**src/rtl/reb_pkg.sv**
```systemverilog
package reb_pkg;

    localparam int TRANSITIONS_PER_DETENT_DEF = 4;
    localparam int TICK_W      = 32;
    localparam int CFG_INDEX_W = 3;
    localparam int CFG_DATA_W  = 16;

    // input item
    typedef struct packed {
        logic       pin_a;
        logic       pin_b;
        logic       button_level;
        logic [1:0] queue_slots;
    } t_in_item;

    // result item
    typedef struct packed {
        logic              rotation_valid;
        logic signed [7:0] rotation_delta;
        logic              button_valid;
        logic [1:0]        button_command;
    } t_out_item;

    // configuration registers
    typedef struct packed {
        logic [6:0]  volume_step;
        logic        reverse_direction;
        logic [1:0]  rest_code;
        logic [7:0]  debounce_ticks;
        logic [15:0] long_press_ticks;
        logic [15:0] double_click_ticks;
        logic [6:0]  delta_limit;
    } t_cfg;

    localparam t_cfg CFG_RESET = '{
        volume_step:        7'd1,
        reverse_direction:  1'b0,
        rest_code:          2'd3,
        debounce_ticks:     8'd30,
        long_press_ticks:   16'd800,
        double_click_ticks: 16'd400,
        delta_limit:        7'd100
    };

    // register indexes
    localparam logic [CFG_INDEX_W-1:0] CFG_VOLUME_STEP       = 3'd0;
    localparam logic [CFG_INDEX_W-1:0] CFG_REVERSE_DIRECTION = 3'd1;
    localparam logic [CFG_INDEX_W-1:0] CFG_REST_CODE         = 3'd2;
    localparam logic [CFG_INDEX_W-1:0] CFG_DEBOUNCE_TICKS    = 3'd3;
    localparam logic [CFG_INDEX_W-1:0] CFG_LONG_PRESS_TICKS  = 3'd4;
    localparam logic [CFG_INDEX_W-1:0] CFG_DOUBLE_CLICK_TICKS = 3'd5;
    localparam logic [CFG_INDEX_W-1:0] CFG_DELTA_LIMIT       = 3'd6;

    // button commands
    localparam logic [1:0] CMD_SINGLE = 2'd0;
    localparam logic [1:0] CMD_DOUBLE = 2'd1;
    localparam logic [1:0] CMD_LONG   = 2'd2;

    // detent rest positions
    localparam logic [1:0] REST_AB_LOW  = 2'b00;
    localparam logic [1:0] REST_AB_HIGH = 2'b11;

    // gray-code step: +1, -1, or 0 for no move or a skipped code
    function automatic logic signed [1:0] gray_move(input logic [1:0] prev_ab,
                                                    input logic [1:0] cur_ab);
        logic signed [1:0] step;
        case ({prev_ab, cur_ab}) inside
            4'd1, 4'd7, 4'd8, 4'd14:  step = -2'sd1;
            4'd2, 4'd4, 4'd11, 4'd13: step = 2'sd1;
            default:                  step = 2'sd0;
        endcase
        return step;
    endfunction

endpackage

```
**src/rtl/reb_cfg.sv**
```systemverilog
module reb_cfg (
    input  logic                           i_clk,
    input  logic                           i_rst_n,
    input  logic                           i_cfg_valid,
    output logic                           o_cfg_ready,
    input  logic [reb_pkg::CFG_INDEX_W-1:0] i_cfg_index,
    input  logic [reb_pkg::CFG_DATA_W-1:0]  i_cfg_data,
    output reb_pkg::t_cfg                  o_cfg
);
    import reb_pkg::*;

    t_cfg r_cfg;
    t_cfg n_cfg;

    assign o_cfg_ready = 1'b1;
    assign o_cfg       = r_cfg;

    always_comb begin
        n_cfg = r_cfg;
        if (i_cfg_valid) begin
            unique case (i_cfg_index)
                CFG_VOLUME_STEP:        n_cfg.volume_step        = i_cfg_data[6:0];
                CFG_REVERSE_DIRECTION:  n_cfg.reverse_direction  = i_cfg_data[0];
                CFG_REST_CODE:          n_cfg.rest_code          = i_cfg_data[1:0];
                CFG_DEBOUNCE_TICKS:     n_cfg.debounce_ticks     = i_cfg_data[7:0];
                CFG_LONG_PRESS_TICKS:   n_cfg.long_press_ticks   = i_cfg_data[15:0];
                CFG_DOUBLE_CLICK_TICKS: n_cfg.double_click_ticks = i_cfg_data[15:0];
                CFG_DELTA_LIMIT:        n_cfg.delta_limit        = i_cfg_data[6:0];
                default:                n_cfg = r_cfg;
            endcase
        end
    end

    always_ff @(posedge i_clk) begin
        if (!i_rst_n) begin
            r_cfg <= CFG_RESET;
        end else begin
            r_cfg <= n_cfg;
        end
    end

endmodule

```
**src/rtl/reb_quad.sv**
```systemverilog
module reb_quad #(
    parameter int TRANSITIONS_PER_DETENT = reb_pkg::TRANSITIONS_PER_DETENT_DEF
) (
    input  logic              i_clk,
    input  logic              i_rst_n,
    input  logic              i_fire,
    input  logic              i_pin_a,
    input  logic              i_pin_b,
    input  logic [1:0]        i_slots,
    input  reb_pkg::t_cfg     i_cfg,
    output logic              o_rot_valid,
    output logic signed [7:0] o_rot_delta
);
    import reb_pkg::*;

    localparam int CNT_W = $clog2(TRANSITIONS_PER_DETENT + 1) + 1;
    localparam int SUM_W = CNT_W + 1;
    localparam logic signed [SUM_W-1:0] DET_POS = SUM_W'(TRANSITIONS_PER_DETENT);
    localparam logic signed [SUM_W-1:0] DET_NEG = -DET_POS;

    logic [1:0]              r_prev_ab;
    logic [1:0]              n_prev_ab;
    logic signed [CNT_W-1:0] r_count;
    logic signed [CNT_W-1:0] n_count;
    logic signed [7:0]       r_pending;
    logic signed [7:0]       n_pending;

    logic [1:0]              cur_ab;
    logic [1:0]              detent_ab;
    logic signed [1:0]       move;
    logic signed [SUM_W-1:0] cnt_sum;
    logic signed [SUM_W-1:0] cnt_mid;
    logic signed [9:0]       step_ext;
    logic signed [9:0]       lim_ext;
    logic signed [9:0]       addend;
    logic signed [9:0]       acc;
    logic signed [7:0]       acc_sat;
    logic                    go_neg;

    assign cur_ab    = {i_pin_a, i_pin_b};
    assign detent_ab = (i_cfg.rest_code == REST_AB_LOW) ? REST_AB_LOW : REST_AB_HIGH;
    assign move      = gray_move(r_prev_ab, cur_ab);
    assign cnt_sum   = SUM_W'(r_count) + SUM_W'(move);
    assign step_ext  = $signed({3'b000, i_cfg.volume_step});
    assign lim_ext   = $signed({3'b000, i_cfg.delta_limit});

    always_comb begin
        n_prev_ab   = r_prev_ab;
        n_pending   = r_pending;
        cnt_mid     = SUM_W'(r_count);
        go_neg      = 1'b0;
        addend      = '0;
        acc         = '0;
        acc_sat     = '0;
        o_rot_valid = 1'b0;
        o_rot_delta = '0;

        if (cur_ab != r_prev_ab) begin
            n_prev_ab = cur_ab;
            // skipped code or overrun restarts the count
            if (move == 2'sd0) begin
                cnt_mid = '0;
            end else if (cnt_sum > DET_POS || cnt_sum < DET_NEG) begin
                cnt_mid = '0;
            end else begin
                cnt_mid = cnt_sum;
            end
            if (cur_ab == detent_ab) begin
                if (cnt_mid == DET_POS || cnt_mid == DET_NEG) begin
                    go_neg = (cnt_mid > 0) ^ i_cfg.reverse_direction;
                    addend = go_neg ? -step_ext : step_ext;
                    acc    = 10'(r_pending) + addend;
                    if (acc > lim_ext) begin
                        acc_sat = 8'(lim_ext);
                    end else if (acc < -lim_ext) begin
                        acc_sat = 8'(-lim_ext);
                    end else begin
                        acc_sat = 8'(acc);
                    end
                    n_pending = acc_sat;
                end
                cnt_mid = '0;
            end
        end

        // rotation takes the first free slot
        if (n_pending != 8'sd0 && i_slots != 2'd0) begin
            o_rot_valid = 1'b1;
            o_rot_delta = n_pending;
            n_pending   = '0;
        end
    end

    assign n_count = CNT_W'(cnt_mid);

    always_ff @(posedge i_clk) begin
        if (!i_rst_n) begin
            r_prev_ab <= REST_AB_HIGH;
            r_count   <= '0;
            r_pending <= '0;
        end else if (i_fire) begin
            r_prev_ab <= n_prev_ab;
            r_count   <= n_count;
            r_pending <= n_pending;
        end
    end

endmodule

```
**src/rtl/reb_button.sv**
```systemverilog
module reb_button (
    input  logic          i_clk,
    input  logic          i_rst_n,
    input  logic          i_fire,
    input  logic          i_button_level,
    input  logic          i_slot_free,
    input  reb_pkg::t_cfg i_cfg,
    output logic          o_btn_valid,
    output logic [1:0]    o_btn_cmd
);
    import reb_pkg::*;

    logic [TICK_W-1:0] r_tick;
    logic [TICK_W-1:0] n_tick;
    logic              r_last_raw;
    logic              n_last_raw;
    logic              r_stable;
    logic              n_stable;
    logic [TICK_W-1:0] r_raw_at;
    logic [TICK_W-1:0] n_raw_at;
    logic [TICK_W-1:0] r_press_at;
    logic [TICK_W-1:0] n_press_at;
    logic              r_long_sent;
    logic              n_long_sent;
    logic              r_click_pend;
    logic              n_click_pend;
    logic [TICK_W-1:0] r_click_at;
    logic [TICK_W-1:0] n_click_at;

    logic              raw_chg;
    logic [TICK_W-1:0] since_raw;
    logic              deb_ok;
    logic [TICK_W-1:0] held_len;
    logic [TICK_W-1:0] since_click_old;
    logic [TICK_W-1:0] since_press_old;
    logic [TICK_W-1:0] since_press;
    logic [TICK_W-1:0] since_click;
    logic [TICK_W-1:0] deb_lim;
    logic [TICK_W-1:0] long_lim;
    logic [TICK_W-1:0] dbl_lim;
    logic              press_now;
    logic              click_new;

    assign deb_lim  = TICK_W'(i_cfg.debounce_ticks);
    assign long_lim = TICK_W'(i_cfg.long_press_ticks);
    assign dbl_lim  = TICK_W'(i_cfg.double_click_ticks);

    assign raw_chg         = i_button_level != r_last_raw;
    assign n_last_raw      = i_button_level;
    assign n_raw_at        = raw_chg ? r_tick : r_raw_at;
    assign since_raw       = raw_chg ? '0 : (r_tick - r_raw_at);
    assign deb_ok          = (since_raw >= deb_lim) && (i_button_level != r_stable);
    assign held_len        = n_raw_at - r_press_at;
    assign since_click_old = r_tick - r_click_at;
    assign since_press_old = r_tick - r_press_at;
    assign n_tick          = r_tick + TICK_W'(1);

    always_comb begin
        n_stable     = r_stable;
        n_press_at   = r_press_at;
        n_long_sent  = r_long_sent;
        n_click_pend = r_click_pend;
        n_click_at   = r_click_at;
        press_now    = 1'b0;
        click_new    = 1'b0;
        o_btn_valid  = 1'b0;
        o_btn_cmd    = CMD_SINGLE;

        // debounced edge
        if (deb_ok) begin
            n_stable = i_button_level;
            if (!i_button_level) begin
                n_press_at  = r_tick;
                n_long_sent = 1'b0;
                press_now   = 1'b1;
            end else if (!r_long_sent) begin
                if (held_len >= long_lim) begin
                    // long press at release, dropped if the queue is full
                    n_click_pend = 1'b0;
                    if (i_slot_free) begin
                        o_btn_valid = 1'b1;
                        o_btn_cmd   = CMD_LONG;
                    end
                end else if (r_click_pend && since_click_old <= dbl_lim) begin
                    if (i_slot_free) begin
                        o_btn_valid  = 1'b1;
                        o_btn_cmd    = CMD_DOUBLE;
                        n_click_pend = 1'b0;
                    end
                end else begin
                    n_click_pend = 1'b1;
                    n_click_at   = r_tick;
                    click_new    = 1'b1;
                end
            end
        end

        since_press = press_now ? '0 : since_press_old;
        since_click = click_new ? '0 : since_click_old;

        // long press while still held, retried until it goes out
        if (!n_stable && !n_long_sent && since_press >= long_lim) begin
            n_click_pend = 1'b0;
            n_long_sent  = i_slot_free;
            if (i_slot_free) begin
                o_btn_valid = 1'b1;
                o_btn_cmd   = CMD_LONG;
            end
        end

        // double-click window expired
        if (n_stable && n_click_pend && since_click > dbl_lim) begin
            if (i_slot_free) begin
                o_btn_valid  = 1'b1;
                o_btn_cmd    = CMD_SINGLE;
                n_click_pend = 1'b0;
            end
        end
    end

    always_ff @(posedge i_clk) begin
        if (!i_rst_n) begin
            r_tick       <= '0;
            r_last_raw   <= 1'b1;
            r_stable     <= 1'b1;
            r_raw_at     <= '0;
            r_press_at   <= '0;
            r_long_sent  <= 1'b0;
            r_click_pend <= 1'b0;
            r_click_at   <= '0;
        end else if (i_fire) begin
            r_tick       <= n_tick;
            r_last_raw   <= n_last_raw;
            r_stable     <= n_stable;
            r_raw_at     <= n_raw_at;
            r_press_at   <= n_press_at;
            r_long_sent  <= n_long_sent;
            r_click_pend <= n_click_pend;
            r_click_at   <= n_click_at;
        end
    end

endmodule

```
**src/rtl/rotary_encoder_with_button_top.sv**
```systemverilog
// channel   direction  handshake              payload
// in        into       i_in_valid/o_in_stall  i_in_item (pins, button, queue slots)
// out       out of     o_out_valid/i_out_stall o_out_item (rotation, button command)
// cfg       into       i_cfg_valid/o_cfg_ready i_cfg_index, i_cfg_data
//
// one item per cycle while the output is not stalled; an item waits in the input register,
// is decoded there and lands in the result register
// reset (i_rst_n low at a clock edge) restores valid flags, configuration and decoder state
// a stalled result holds the result register; the input register still takes
// an item while it is empty or the result register is free or being taken this cycle
module rotary_encoder_with_button_top #(
    parameter int TRANSITIONS_PER_DETENT = reb_pkg::TRANSITIONS_PER_DETENT_DEF
) (
    input  logic                            i_clk,
    input  logic                            i_rst_n,
    // item input
    input  logic                            i_in_valid,
    output logic                            o_in_stall,
    input  reb_pkg::t_in_item               i_in_item,
    // result output
    output logic                            o_out_valid,
    input  logic                            i_out_stall,
    output reb_pkg::t_out_item              o_out_item,
    // register writes
    input  logic                            i_cfg_valid,
    output logic                            o_cfg_ready,
    input  logic [reb_pkg::CFG_INDEX_W-1:0] i_cfg_index,
    input  logic [reb_pkg::CFG_DATA_W-1:0]  i_cfg_data
);
    import reb_pkg::*;

    // pipeline registers
    logic      r_in_valid;
    logic      n_in_valid;
    t_in_item  r_in_item;
    logic      r_out_valid;
    logic      n_out_valid;
    t_out_item r_out_item;
    t_out_item n_out_item;

    logic             advance;   // result register free or emptying this cycle
    logic             fire;      // the held item is decoded and committed
    t_cfg             cfg;
    logic             rot_valid;
    logic signed [7:0] rot_delta;
    logic [1:0]       slots_after;
    logic             slot_free;
    logic             btn_valid;
    logic [1:0]       btn_cmd;

    assign advance    = !r_out_valid || !i_out_stall;
    assign fire       = r_in_valid && advance;
    assign o_in_stall = r_in_valid && !advance;

    // configuration registers
    reb_cfg u_cfg (
        .i_clk       (i_clk),
        .i_rst_n     (i_rst_n),
        .i_cfg_valid (i_cfg_valid),
        .o_cfg_ready (o_cfg_ready),
        .i_cfg_index (i_cfg_index),
        .i_cfg_data  (i_cfg_data),
        .o_cfg       (cfg)
    );

    // quadrature decode and delta accumulation, first claim on a slot
    reb_quad #(
        .TRANSITIONS_PER_DETENT (TRANSITIONS_PER_DETENT)
    ) u_quad (
        .i_clk       (i_clk),
        .i_rst_n     (i_rst_n),
        .i_fire      (fire),
        .i_pin_a     (r_in_item.pin_a),
        .i_pin_b     (r_in_item.pin_b),
        .i_slots     (r_in_item.queue_slots),
        .i_cfg       (cfg),
        .o_rot_valid (rot_valid),
        .o_rot_delta (rot_delta)
    );

    // slots left for the button after a rotation push
    assign slots_after = r_in_item.queue_slots - {1'b0, rot_valid};
    assign slot_free   = slots_after != 2'd0;

    // debounce and press classification
    reb_button u_button (
        .i_clk          (i_clk),
        .i_rst_n        (i_rst_n),
        .i_fire         (fire),
        .i_button_level (r_in_item.button_level),
        .i_slot_free    (slot_free),
        .i_cfg          (cfg),
        .o_btn_valid    (btn_valid),
        .o_btn_cmd      (btn_cmd)
    );

    always_comb begin
        n_in_valid  = o_in_stall ? r_in_valid : i_in_valid;
        n_out_valid = advance ? r_in_valid : r_out_valid;
        n_out_item.rotation_valid = rot_valid;
        n_out_item.rotation_delta = rot_delta;
        n_out_item.button_valid   = btn_valid;
        n_out_item.button_command = btn_cmd;
    end

    always_ff @(posedge i_clk) begin
        if (!i_rst_n) begin
            r_in_valid  <= 1'b0;
            r_out_valid <= 1'b0;
        end else begin
            r_in_valid  <= n_in_valid;
            r_out_valid <= n_out_valid;
        end
    end

    // payload registers, no reset
    always_ff @(posedge i_clk) begin
        if (i_in_valid && !o_in_stall) begin
            r_in_item <= i_in_item;
        end
        if (fire) begin
            r_out_item <= n_out_item;
        end
    end

    assign o_out_valid = r_out_valid;
    assign o_out_item  = r_out_item;

endmodule

```
**config.mk**
```make
export PLATFORM = sky130hd
export DESIGN_NAME = rotary_encoder_with_button_top
export DESIGN_NICKNAME = d
export VERILOG_FILES = /design/src/rtl/reb_pkg.sv /design/src/rtl/reb_cfg.sv /design/src/rtl/reb_quad.sv /design/src/rtl/reb_button.sv /design/src/rtl/rotary_encoder_with_button_top.sv
export SDC_FILE = /design/constraint.sdc
export NUM_CORES = 1
export LEC_CHECK = 0
export ABC_AREA = 1
export ABC_CLOCK_PERIOD_IN_PS = 7200
export BUFFER_PORTS_ARGS = -buffer_cell sky130_fd_sc_hd__buf_2
export CORE_AREA = 2 2 180 226
export CTS_BUF_LIST = sky130_fd_sc_hd__clkbuf_16
export CTS_CLUSTER_SIZE = 10
export DETAILED_ROUTE_END_ITERATION = 10
export DIE_AREA = 0 0 182 228
export GPL_TIMING_DRIVEN = 0
export HOLD_SLACK_MARGIN = 0.08
export PLACE_DENSITY = 0.86
export SYNTH_ARGS = -nofsm -noshare
export SYNTH_HDL_FRONTEND = slang
export SYNTH_HIERARCHICAL = 1
export SYNTH_SLANG_ARGS = --single-unit
```
**constraint.sdc**
```tcl
create_clock -name i_clk -period 7.2 [get_ports i_clk]
set_input_delay 1.08 -clock i_clk [delete_from_list [all_inputs] [get_ports i_clk]]
set_output_delay 1.08 -clock i_clk [all_outputs]
set_load 0.03 [all_outputs]
```
==> results_dict.tcl <==
set metrics [dict create \
    yosysTopAreaCellShare 0.184 \
    fin_tns_setup_ps 0 \
    grt_pass1_wl_um 111000 \
    pwr-share-comb 0.415 \
    clkLatencyLatePin_ps 580 \
    power.density_mw_per_mm2 176 \
    synth_top_family_by_area "simple AND/OR/NAND/NOR gates" \
    start_util 0.562 \
    p_total_mw 4.29 \
    drt-wirelength-per-cell_um 16.4 \
    crit_slowest_cell "o21ai_0" \
    critPathArrivalTime_ps 7260 \
    rows 82 \
    synth_edf_count 17 \
    hp-start "u_cfg/o_cfg[40]" \
    final-setup-viol-count 0 \
    cts_tree "built" \
    critPathMaxStageDelay_ps 540 \
    cts.htree.levels 1 \
    fin_nets 4065 \
    synth_common_cells "nand2_1 (1046), inv_1 (636), nor2_1 (393)" \
    yosys_warnings 6 \
    relSlewSlack 0.380 \
    startpoint "r_in_item[3]" \
    yosys-top-cells-area "dfxtp_1 (18%), nand2_1 (18%), ha_1 (13%), inv_1 (11%), nor2_1 (6.6%)" \
    slew_viol_final 0 \
    place_congestion 0.994 \
    seqPwrFrac 0.305 \
    fin_crit_ps 6980 \
    cp_max_fo 10 \
    endpoint_kind "register" \
    io_buffers 42 \
    die_h_um 228 \
    ys_ff_latch 222 \
    hold_path_class "register to register" \
    whs_ps 459 \
    swShare 0.405 \
    internal-power_mw 2.56 \
    synthArstFlopShare 0 \
    muxShareOfSynthArea 0 \
    grt_max_degree 20 \
    postPlaceCellArea_mm2 0.0231 \
    finalClockSkew_ps 36.1 \
    p_switching_mw 1.74 \
    grt_use_total 0.329 \
    drt_iter0_drc 2158 \
    maxCapViolations 0 \
    syn_to_final_growth_pct 9.84 \
    worstSetupPathType "register to register" \
    cts_buffers 27 \
    cp.required_ps 7480 \
    synth.distinct_cells 63 \
    io_pins 44 \
    yosys.area_share.adder 0.132 \
    p_clk_frac 0.280 \
    max_clock_freq_mhz 143 \
    syn_area_mm2 0.0223 \
    tightest_slew_ps 930 \
    vias_per_cell 5.57 \
    clock_sinks 222 \
    p_leak_nw 13.2 \
    ff2ff_path_depth 48 \
    hold_buffers 0 \
    dr.pass1.iters 8 \
    drive_gt1_frac 0.0897 \
    root_buffer "clkbuf_16" \
    core-area_mm2 0.0396 \
    synth-simple-area-share 0.358 \
    period_share 0.969 \
    multi_input_area_mm2 0.0152 \
    fillers 3734 \
    seq_area_frac_synth 0.207 \
    cp_common_cell "nand2_1" \
    antenna_found_initial 0 \
    hold_viol 0 \
    ys.flop_type "dfxtp_1" \
    status "finished, final reports clean" \
    ff_latch_area_mm2 0.00461 \
    fin_util 0.617 \
    grt_pass1_vias 22489 \
    fin_area_mm2 0.0244 \
    drcViolationCount 0 \
    syn_inst 3706 \
    hold_depth 2 \
    die_area_mm2 0.0415 \
    ir_worst_vdd_v 0.000169 \
    ant_nets 0 \
    synthXorXnorAreaFrac 0.0330 \
    synth.most_common_cell "nand2_1" \
    clockBufferDepth 3 \
    synth_compound_area_frac 0.141 \
    path_clk_slew_ps 60 \
    synth_top_area_cell "dfxtp_1" \
    die_w_um 182 \
    synth_area_per_cell_um2 6.00 \
    insertedDiodeCount 0 \
    dpl.hpwl_um 57000 \
    synth_nets 3967 \
    overflow 0 \
    timing.rr.start "r_in_item[3]" \
    start_kind "register" \
    drt-total-wl_um 70900 \
    vias 24067 \
]
cell usage in the layout, fill, tap and decap left out, types with 8 or more instances in the layout:
cell	n
xor2_1	48
inv_2	26
dfxtp_1	205
a21oi_2	40
clkbuf_1	29
nand4_1	51
o21ai_1	46
ha_1	218
nand2_4	12
edfxtp_1	17
nand2_1	1033
inv_1	635
nor2_4	12
nand3_2	8
nand3_1	218
clkbuf_16	27
buf_6	9
ha_4	8
xnor2_1	27
nand2_2	35
nand3b_1	20
o21bai_1	17
o21ai_0	162
nor3_1	42
nor2_1	388
nor2_2	22
o21ai_2	8
buf_4	33
buf_2	58
a21oi_1	252
worst max-delay path, delay by kind of cell (launching register included):
kind | cells | cell delay, ps
AOI/OAI and AO/OA | 9 | 1590
xor gates and xnor gates | 4 | 760
adders and majority gates | 4 | 1290
buffers and inverters | 8 | 610
DFF | 1 | 450
and+or+nand+nor | 23 | 1980
worst paths after layout:
kind,to,slack [ps]
setup / recovery,o_out_item[1],220
hold / removal,u_cfg/o_cfg[40],460
setup reg to reg,o_out_item[1],220
hold reg to reg,u_cfg/o_cfg[40],460
timing repair:
action                     in CTS  in global routing
resized for setup              28                 68
setup buffers                  14                 15
pin swaps                      14                 41
setup endpoints to repair       5                  5
kinds of logic (layout without fill, tap and decap cells):
logic type | count (synthesis) | in the layout
buffers and inverters | 732 | 839
AO/OA/AOI/OAI | 566 | 566
other | 1 | 1
AND/OR/NAND/NOR | 1870 | 1870
flip-flops | 222 | 222
XOR/XNOR | 83 | 83
adder cells (fa/ha/maj) | 232 | 232
registers in the layout, indices dropped and copies added (netlist names):
register	count
u_quad/r_prev_ab	2
u_button/r_press_at	32
r_in_item	5
u_quad/r_pending	8
u_button/r_click_pend	1
u_button/r_raw_at	32
u_button/r_click_at	32
u_button/r_long_sent	1
u_button/r_stable	1
o_out_valid	1
r_in_valid	1
u_quad/r_count	4
u_button/r_last_raw	1
u_cfg/o_cfg	57
o_out_item	12
u_button/r_tick	32
metrics by stage:
stage,instances,worst slack [ps]
final,4317,222
after global routing,4317,-218
after CTS,4304,25.9
after detailed placement,4252,-1110
after global placement,4252,-937
after floorplan,3706,443
power by group through the flow:
| stage | clock network, mW | registers, mW | logic [mW] |
|---|---|---|---|
| floorplan | 0 | 1.34 | 1.23 |
| global placement | 0 | 1.33 | 1.60 |
| detailed placement | 0 | 1.33 | 1.62 |
| CTS | 1.22 | 1.31 | 1.67 |
| global route | 1.26 | 1.31 | 1.98 |
| finish | 1.20 | 1.31 | 1.78 |
per-layer routing:
metal | global-route usage | up-vias | routed length, um
li1 | - | 11986 | -
met1 | 0.381 | 10806 | 28000
met2 | 0.580 | 1000 | 33800
met3 | 0.0391 | 275 | 4650
met4 | 0.192 | 0 | 4450
met5 | 0 | - | 0
layout make-up:
class	instances	share of cell area
plain buffers	67	0.0149
clock buffers	27	0.0276
clock inverters	11	0.00266
inverters	663	0.102
multi-input cells	2752	0.620
flip-flops and latches	222	0.189
well taps	504	0.0258
repair buffers	71	0.0177
(Power assumes the default switching activity.)
